**config.mk**
```make
export PLATFORM = sky130hd
export DESIGN_NAME = cbpf_ctrl
export DESIGN_NICKNAME = d
export VERILOG_FILES = /design/src/design/cbpf_pkg.sv /design/src/design/cbpf_ctrl.sv
export SDC_FILE = /design/constraint.sdc
export NUM_CORES = 1
export LEC_CHECK = 0
export BUFFER_PORTS_ARGS = -buffer_cell sky130_fd_sc_hd__buf_2
export CAP_MARGIN = 30
export CELL_PAD_IN_SITES_DETAIL_PLACEMENT = 0
export CELL_PAD_IN_SITES_GLOBAL_PLACEMENT = 1
export CORE_MARGIN = 10
export CORE_UTILIZATION = 28
export CTS_CLUSTER_SIZE = 12
export DETAILED_ROUTE_END_ITERATION = 16
export PLACE_DENSITY_LB_ADDON = 0.25
export SYNTH_ARGS = -nofsm -noshare
export SYNTH_HDL_FRONTEND = slang
export SYNTH_SLANG_ARGS = --single-unit
```
**constraint.sdc**
```tcl
create_clock -name clk -period 2 [get_ports clk]
set_input_delay 0.3 -clock clk [delete_from_list [all_inputs] [get_ports clk]]
set_output_delay 0.3 -clock clk [all_outputs]
set_load 0.005 [all_outputs]
```
**src/design/cbpf_pkg.sv**
```systemverilog
// ----------------------------------------------------------------------------
// Cubic Bezier path follower package
// Beat types, configuration register codes and the command and status
// structs that join the controller and the datapath.
// ----------------------------------------------------------------------------
`default_nettype none

package cbpf_pkg;

    // Fixed field widths.
    localparam int COORD_W    = 32;
    localparam int DELTA_W    = 16;
    localparam int SLOT_W     = 4;
    localparam int RATE_W     = 16;
    localparam int PCOUNT_W   = 5;
    localparam int CFG_DATA_W = 16;
    localparam int CFG_IDX_W  = 1;
    localparam int NUM_AXES   = 3;

    // Reset values of the configuration registers.
    localparam logic [RATE_W-1:0]   STEP_RATE_RST   = 16'd6554;
    localparam logic [PCOUNT_W-1:0] POINT_COUNT_RST = 5'd4;

    // Configuration register indexes.
    localparam logic [CFG_IDX_W-1:0] REG_STEP_RATE   = 1'b0;
    localparam logic [CFG_IDX_W-1:0] REG_POINT_COUNT = 1'b1;

    // Item kinds.
    localparam logic MODE_LOAD = 1'b0;
    localparam logic MODE_TICK = 1'b1;

    // Q0.30 constants.
    localparam logic [30:0] Q30_ONE  = 31'h4000_0000;
    localparam logic [63:0] Q30_HALF = 64'h0000_0000_2000_0000;

    // Last control point of a segment.
    localparam logic [1:0] LAST_K = 2'd3;

    typedef struct packed {
        logic                      mode;
        logic [SLOT_W-1:0]         point_index;
        logic signed [COORD_W-1:0] point_x;
        logic signed [COORD_W-1:0] point_y;
        logic signed [COORD_W-1:0] point_z;
        logic [DELTA_W-1:0]        time_delta;
    } in_beat_t;

    typedef struct packed {
        logic signed [COORD_W-1:0] pos_x;
        logic signed [COORD_W-1:0] pos_y;
        logic signed [COORD_W-1:0] pos_z;
        logic                      finished;
    } out_beat_t;

    typedef enum logic [3:0] {
        ST_IDLE,
        ST_INC,
        ST_PARAM,
        ST_SQ,
        ST_WSQ,
        ST_CUBE,
        ST_T3,
        ST_W3,
        ST_MAC,
        ST_ACC,
        ST_RND,
        ST_OUT
    } state_t;

    typedef enum logic [2:0] {
        MUL_NONE,
        MUL_INC,
        MUL_SQ,
        MUL_CUBE,
        MUL_T3,
        MUL_BLEND
    } mul_op_t;

    typedef struct packed {
        logic       load_wr;
        logic       tick_start;
        mul_op_t    mul_op;
        logic       param_upd;
        logic       wsq_cap;
        logic       wcube_cap;
        logic       w3_cap;
        logic       rd_en;
        logic [1:0] rd_k;
        logic [1:0] mac_k;
        logic       acc_clr;
        logic       acc_add;
        logic       pos_upd;
        logic       out_load;
    } cmd_t;

    typedef struct packed {
        logic live;
    } stat_t;

endpackage

`default_nettype wire

```
**src/design/cbpf_ctrl.sv**
```systemverilog
// ----------------------------------------------------------------------------
// Cubic Bezier path follower controller
// Sequences the shared multiplier lanes through one tick and owns the
// input and output handshakes.
// ----------------------------------------------------------------------------
`default_nettype none

module cbpf_ctrl (
    input  logic             clk,
    input  logic             rst_n,
    input  logic             in_valid,
    output logic             in_ready,
    input  logic             in_mode,
    output logic             out_valid,
    input  logic             out_ready,
    output cbpf_pkg::cmd_t   cmd,
    input  cbpf_pkg::stat_t  stat
);

    cbpf_pkg::state_t state_reg, state_next;
    logic [1:0]       k_reg, k_next;
    logic             out_valid_reg, out_valid_next;
    logic             accept;

    assign in_ready  = (state_reg == cbpf_pkg::ST_IDLE);
    assign accept    = in_valid && in_ready;
    assign out_valid = out_valid_reg;

    // State, point counter and output valid registers.
    always_ff @(posedge clk or negedge rst_n)
    begin
        if (!rst_n)
        begin
            state_reg     <= cbpf_pkg::ST_IDLE;
            k_reg         <= 2'd0;
            out_valid_reg <= 1'b0;
        end
        else
        begin
            state_reg     <= state_next;
            k_reg         <= k_next;
            out_valid_reg <= out_valid_next;
        end
    end

    // Next state and datapath commands.
    always_comb
    begin
        state_next = state_reg;
        k_next     = k_reg;
        cmd        = '0;
        unique case (state_reg)
            cbpf_pkg::ST_IDLE:
            begin
                if (accept)
                begin
                    if (in_mode == cbpf_pkg::MODE_LOAD)
                    begin
                        cmd.load_wr = 1'b1;
                    end
                    else
                    begin
                        cmd.tick_start = 1'b1;
                        state_next     = stat.live ? cbpf_pkg::ST_INC : cbpf_pkg::ST_OUT;
                    end
                end
            end
            cbpf_pkg::ST_INC:
            begin
                cmd.mul_op = cbpf_pkg::MUL_INC;
                state_next = cbpf_pkg::ST_PARAM;
            end
            cbpf_pkg::ST_PARAM:
            begin
                cmd.param_upd = 1'b1;
                state_next    = cbpf_pkg::ST_SQ;
            end
            cbpf_pkg::ST_SQ:
            begin
                cmd.mul_op = cbpf_pkg::MUL_SQ;
                state_next = cbpf_pkg::ST_WSQ;
            end
            cbpf_pkg::ST_WSQ:
            begin
                cmd.wsq_cap = 1'b1;
                state_next  = cbpf_pkg::ST_CUBE;
            end
            cbpf_pkg::ST_CUBE:
            begin
                cmd.mul_op = cbpf_pkg::MUL_CUBE;
                state_next = cbpf_pkg::ST_T3;
            end
            cbpf_pkg::ST_T3:
            begin
                cmd.mul_op    = cbpf_pkg::MUL_T3;
                cmd.wcube_cap = 1'b1;
                state_next    = cbpf_pkg::ST_W3;
            end
            cbpf_pkg::ST_W3:
            begin
                // First control point is fetched while the last weight settles.
                cmd.w3_cap  = 1'b1;
                cmd.rd_en   = 1'b1;
                cmd.rd_k    = 2'd0;
                cmd.acc_clr = 1'b1;
                k_next      = 2'd0;
                state_next  = cbpf_pkg::ST_MAC;
            end
            cbpf_pkg::ST_MAC:
            begin
                cmd.mul_op  = cbpf_pkg::MUL_BLEND;
                cmd.mac_k   = k_reg;
                cmd.acc_add = (k_reg != 2'd0);
                if (k_reg != cbpf_pkg::LAST_K)
                begin
                    cmd.rd_en = 1'b1;
                    cmd.rd_k  = k_reg + 2'd1;
                    k_next    = k_reg + 2'd1;
                end
                else
                begin
                    state_next = cbpf_pkg::ST_ACC;
                end
            end
            cbpf_pkg::ST_ACC:
            begin
                cmd.acc_add = 1'b1;
                state_next  = cbpf_pkg::ST_RND;
            end
            cbpf_pkg::ST_RND:
            begin
                cmd.pos_upd = 1'b1;
                state_next  = cbpf_pkg::ST_OUT;
            end
            cbpf_pkg::ST_OUT:
            begin
                if (!out_valid_reg || out_ready)
                begin
                    cmd.out_load = 1'b1;
                    state_next   = cbpf_pkg::ST_IDLE;
                end
            end
            default:
            begin
                state_next = cbpf_pkg::ST_IDLE;
            end
        endcase
    end

    // The output register holds a beat until the consumer takes it.
    always_comb
    begin
        out_valid_next = out_valid_reg;
        if (cmd.out_load)
        begin
            out_valid_next = 1'b1;
        end
        else if (out_ready)
        begin
            out_valid_next = 1'b0;
        end
    end

endmodule

`default_nettype wire

```
After elaboration in Yosys (flattened, before gate mapping)
Index checks and enable logic that the tools add are counted.
{ "op_classes": {"addsub": 1, "n_eq_ne": 17, "muxes": 26, "n_reduce_logical": 9} }
{ "ops": {"columns": ["cell", "n"], "rows": [
  ["$pmux W4 S12", 1],
  ["$mux W4", 5],
  ["$eq A4 B3 Y1 const B", 4],
  ["$eq A4 B4 Y1 const B", 4],
  ["$pmux W3 S5", 1],
  ["$mux W1", 11],
  ["$eq A4 B2 Y1 const B", 2],
  ["$mux W2", 4],
  ["$ne A2 B2 Y1 const B", 4],
  ["$pmux W3 S2", 1],
  ["$reduce_bool A2 Y1", 3],
  ["$eq A4 B1 Y1 const B", 1],
  ["$logic_not A4 Y1", 1],
  ["$ne A2 B1 Y1 const B", 2],
  ["$pmux W2 S2", 1],
  ["$reduce_and A4 Y1", 1],
  ["$mux W3", 1],
  ["$add A2 B1 Y2 const B", 1],
  ["$pmux W1 S2", 1],
  ["$reduce_and A2 Y1", 1],
  ["$logic_and A1 B1 Y1", 1],
  ["$logic_not A1 Y1", 1],
  ["$logic_or A1 B1 Y1", 1]
]} }
{ "word_totals": {"regBits": 7, "in_bits": 6} }

Longest topological paths before layout
{ "logic_depth": {"depth_word": 5, "ltp_mapped": 5} }

Least setup slack after synthesis
OpenSTA, ideal clock, no wires.
{ "synth_timing": {"path_type": "flip-flop to output port", "startpoint": "register state_reg[1]", "endpoint": "output port cmd[6] (netlist bit)", "arrival_time_ns": 1.280, "t_required_ns": 1.700, "setup_slack_ns": 0.420, "path_stages_with_launch": 6, "path_cell_list": "dfrtp_1 -> buf_6 -> or2_1 -> buf_6 -> or3_4 -> nor2_1"} }
{ "synth_rtl": {"columns": ["item", "line", "text"], "rows": [
  ["start, declared", "cbpf_ctrl.sv:20", "cbpf_pkg::state_t state_reg, state_next;"],
  ["start signal, assigned", "cbpf_ctrl.sv:34", "state_reg <= cbpf_pkg::ST_IDLE;"],
  ["start signal, assigned", "cbpf_ctrl.sv:40", "state_reg <= state_next;"],
  ["end, declared", "cbpf_ctrl.sv:16", "output cbpf_pkg::cmd_t cmd,"]
]} }

==> impl_metrics.tcl <==
set metrics [dict create \
    outcome "finished clean" \
    track_usage_pct 8.04 \
    avgSynthCellArea_um2 8.31 \
    clock_path_buffers 2 \
    tightest_slew_ns 0.360 \
    synth_top_cells_by_area "dfrtp_1 (29%), nor2_1 (7.5%), o32ai_4 (4.6%), ha_1 (4.2%), nand2b_1 (4.2%)" \
    min_from "out_ready" \
    avgRoutedWirePerCell_um 12.9 \
    initial_core_util_pct 29.9 \
    clk_pin_slew_ns 0.06 \
    via_per_inst 4.53 \
    ys_seq_area_share_pct 29.3 \
    fin_util_pct 38.6 \
    slew_viol_final 0 \
    p_comb_share_pct 69.2 \
    worstSkewPairLatency_ns 0.25 \
    p_sw_mw 0.552 \
    seqPwrFrac_pct 20.3 \
    syn_to_final_growth_pct 29.3 \
    fmax_ghz 0.530 \
    die_y_um 66.2 \
    reg2reg_from "state_reg[2]" \
    hpwl_um 1340 \
    maxCapViolations 0 \
    nNetsFinal 108 \
    cts_buffers 3 \
    cp_max_fo 7 \
    skew_ns 0.00657 \
    p_int_mw 0.678 \
    netlist_instances 72 \
    largest_reg_flops 4 \
    final_layout_size_suffix_gt1_share_pct 35.4 \
    vdd.ir_drop.worst_mv 0.595 \
    ys_seq_elements 7 \
    max_slew_margin_pct 76.0 \
    hold_depth 3 \
    die_area_um2 4380 \
    ioPinCount 26 \
    tritoncts "yes" \
    io_buffers 25 \
    synth_top_area_share_pct 29.3 \
    wirelength_um 1620 \
    cp-end-kind "output port" \
    die_w_um 66.2 \
    r2r_end "k_reg[1]" \
    min_to "out_valid" \
    arrival_ns 1.59 \
    via_count 571 \
    worstRegToRegCells 4 \
    route.detailed.drc 0 \
    crit_type "reg -> out" \
    fill_cells 213 \
    grt_pass1_wl_um 2790 \
    crit_required_ns 1.70 \
    worst_slack_ns 0.113 \
    gr-total-overflow 0 \
    ys_types 31 \
    rsz0062_at_grt "no" \
    cp-start-kind "flip-flop" \
    place.gp.congestion 0.752 \
    period_share_pct 94.4 \
    drtAntennaViolNets 0 \
    place_ws_ns 0.393 \
    p_leak_nw 0.399 \
    grt_antenna_before_repair 0 \
    first_pass_iters 4 \
    clockPowerShare_pct 10.5 \
    grt_start_max_net_pins 13 \
    core-area_um2 2000 \
    synth_nets 80 \
    finalSetupTns_ns 0 \
    rows 16 \
    hold_violations 0 \
    ys_warn_count 0 \
    hp-class "in -> reg" \
    grt_pass1_vias 611 \
    cts_sinks 7 \
    htreeDepth 1 \
    cts_root_buffer "clkbuf_4" \
    drt_iter0_drc 21 \
    crit_chain "or2_1 -> or3_4 -> nor2_1 -> buf_2" \
    synth_area_um2 598 \
    p_per_area_nw_per_um2 1590 \
    setup_viol 0 \
    r2r_slack_ns 0.44 \
    swShare_pct 44.9 \
    critPathMaxStageDelay_ns 0.42 \
    period_needed_ns 1.89 \
    synth.largest_area_cell "dfrtp_1" \
    antenna_cells 0 \
    cp_slowest_cell "dfrtp_1" \
]
-- cells in the mapped netlist (all sizes together) --
library cell,count
a211oi,2
a21boi,1
a21oi,1
a311o,1
a31o,2
and3,1
buf,6
clkbuf,1
dfrtp,7
ha,2
inv,4
mux2,1
mux2i,2
nand2,5
nand2b,4
nand3b,2
nor2,12
nor2b,1
nor3,5
nor3b,2
o21ai,4
o31ai,1
o32ai,1
or2,1
or3,1
xnor2,1
xor2,1
-- power groups by stage --
stage,sequential (mW),combinational (mW),clock [mW]
3_5_place_dp,0.252,0.871,0
5_1_grt,0.259,0.975,0.141
2_1_floorplan,0.252,0.619,0
3_3_place_gp,0.250,0.868,0
6_report,0.250,0.851,0.129
4_1_cts,0.250,0.875,0.134
-- routing by layer --
metal / track usage, % / routed length [µm]
met3: 2.71 / 112
met2: 13.3 / 831
met4: 4.71 / 0
met1: 8.70 / 677
met5: 0 / 0
-- timing repair --
action	in CTS	in global routing
setup buffers	0	0
setup endpoints to repair	0	0
hold endpoints to repair	7	0
gates resized for setup	0	0
hold buffers	1	0
-- logic make-up (layout without fill, tap and decap cells) --
kind of cell / count (synthesis) / in the layout / synth area share (%)
AO/OA/AOI/OAI: 13 / 13 / 18.4
XOR/XNOR: 2 / 2 / 2.93
adder cells (fa/ha/maj): 2 / 2 / 4.18
buffers and inverters: 11 / 38 / 10.9
flip-flops: 7 / 7 / 29.3
multiplexers: 3 / 3 / 5.23
AND/OR/NAND/NOR: 34 / 34 / 29.1
-- worst max path at each step --
stage | cells past startpoint | from | end
after floorplan | 5 | state_reg[1] | cmd[6]
after global placement | 4 | state_reg[0] | cmd[6]
after detailed placement | 4 | state_reg[0] | cmd[6]
after CTS | 4 | state_reg[0] | cmd[6]
after global routing | 5 | state_reg[1] | cmd[17]
final | 4 | state_reg[0] | cmd[6]
-- area by class of cell --
type	instances	area (µm²)	area share, %
repair buffers	30	165	21.4
flip-flops and latches	7	175	22.7
multi-input cells	54	358	46.3
clock buffers	4	26.3	3.40
well taps	27	33.8	4.37
inverters	4	15.0	1.94
-- placed cells by master (no fill, tap or decap), types with 2 or more instances in the layout --
master | netlist | layout
nor2_1 | 12 | 12
nor3_1 | 5 | 5
nor3b_1 | 2 | 2
buf_4 | 2 | 4
a211oi_1 | 2 | 2
ha_1 | 2 | 2
mux2i_1 | 2 | 2
nand2b_1 | 4 | 4
nand2_1 | 5 | 5
nand3b_1 | 2 | 2
buf_2 | 1 | 25
clkbuf_4 | 0 | 3
o21ai_0 | 4 | 4
dfrtp_1 | 7 | 7
inv_1 | 4 | 4
-- critical path: cells and delay by family, from the launching register on --
| kind | cells | cell delay [ns] |
|---|---|---|
| and+or+nand+nor | 3 | 0.81 |
| DFF | 1 | 0.42 |
| buffers and inverters | 1 | 0.12 |
-- stage by stage --
| stage | power (mW) | hold slack, ns | instances | cell area, µm² |
|---|---|---|---|---|
| 5_1_grt | 1.38 | 0.414 | 126 | 773 |
| 3_5_place_dp | 1.12 | 0.148 | 121 | 737 |
| 3_3_place_gp | 1.12 | 0.147 | 121 | 737 |
| 4_1_cts | 1.26 | 0.381 | 126 | 773 |
| 6_report | 1.23 | 0.389 | 126 | 773 |
| 2_1_floorplan | 0.871 | 0.00441 | 72 | 598 |
(Power assumes the default switching activity.)
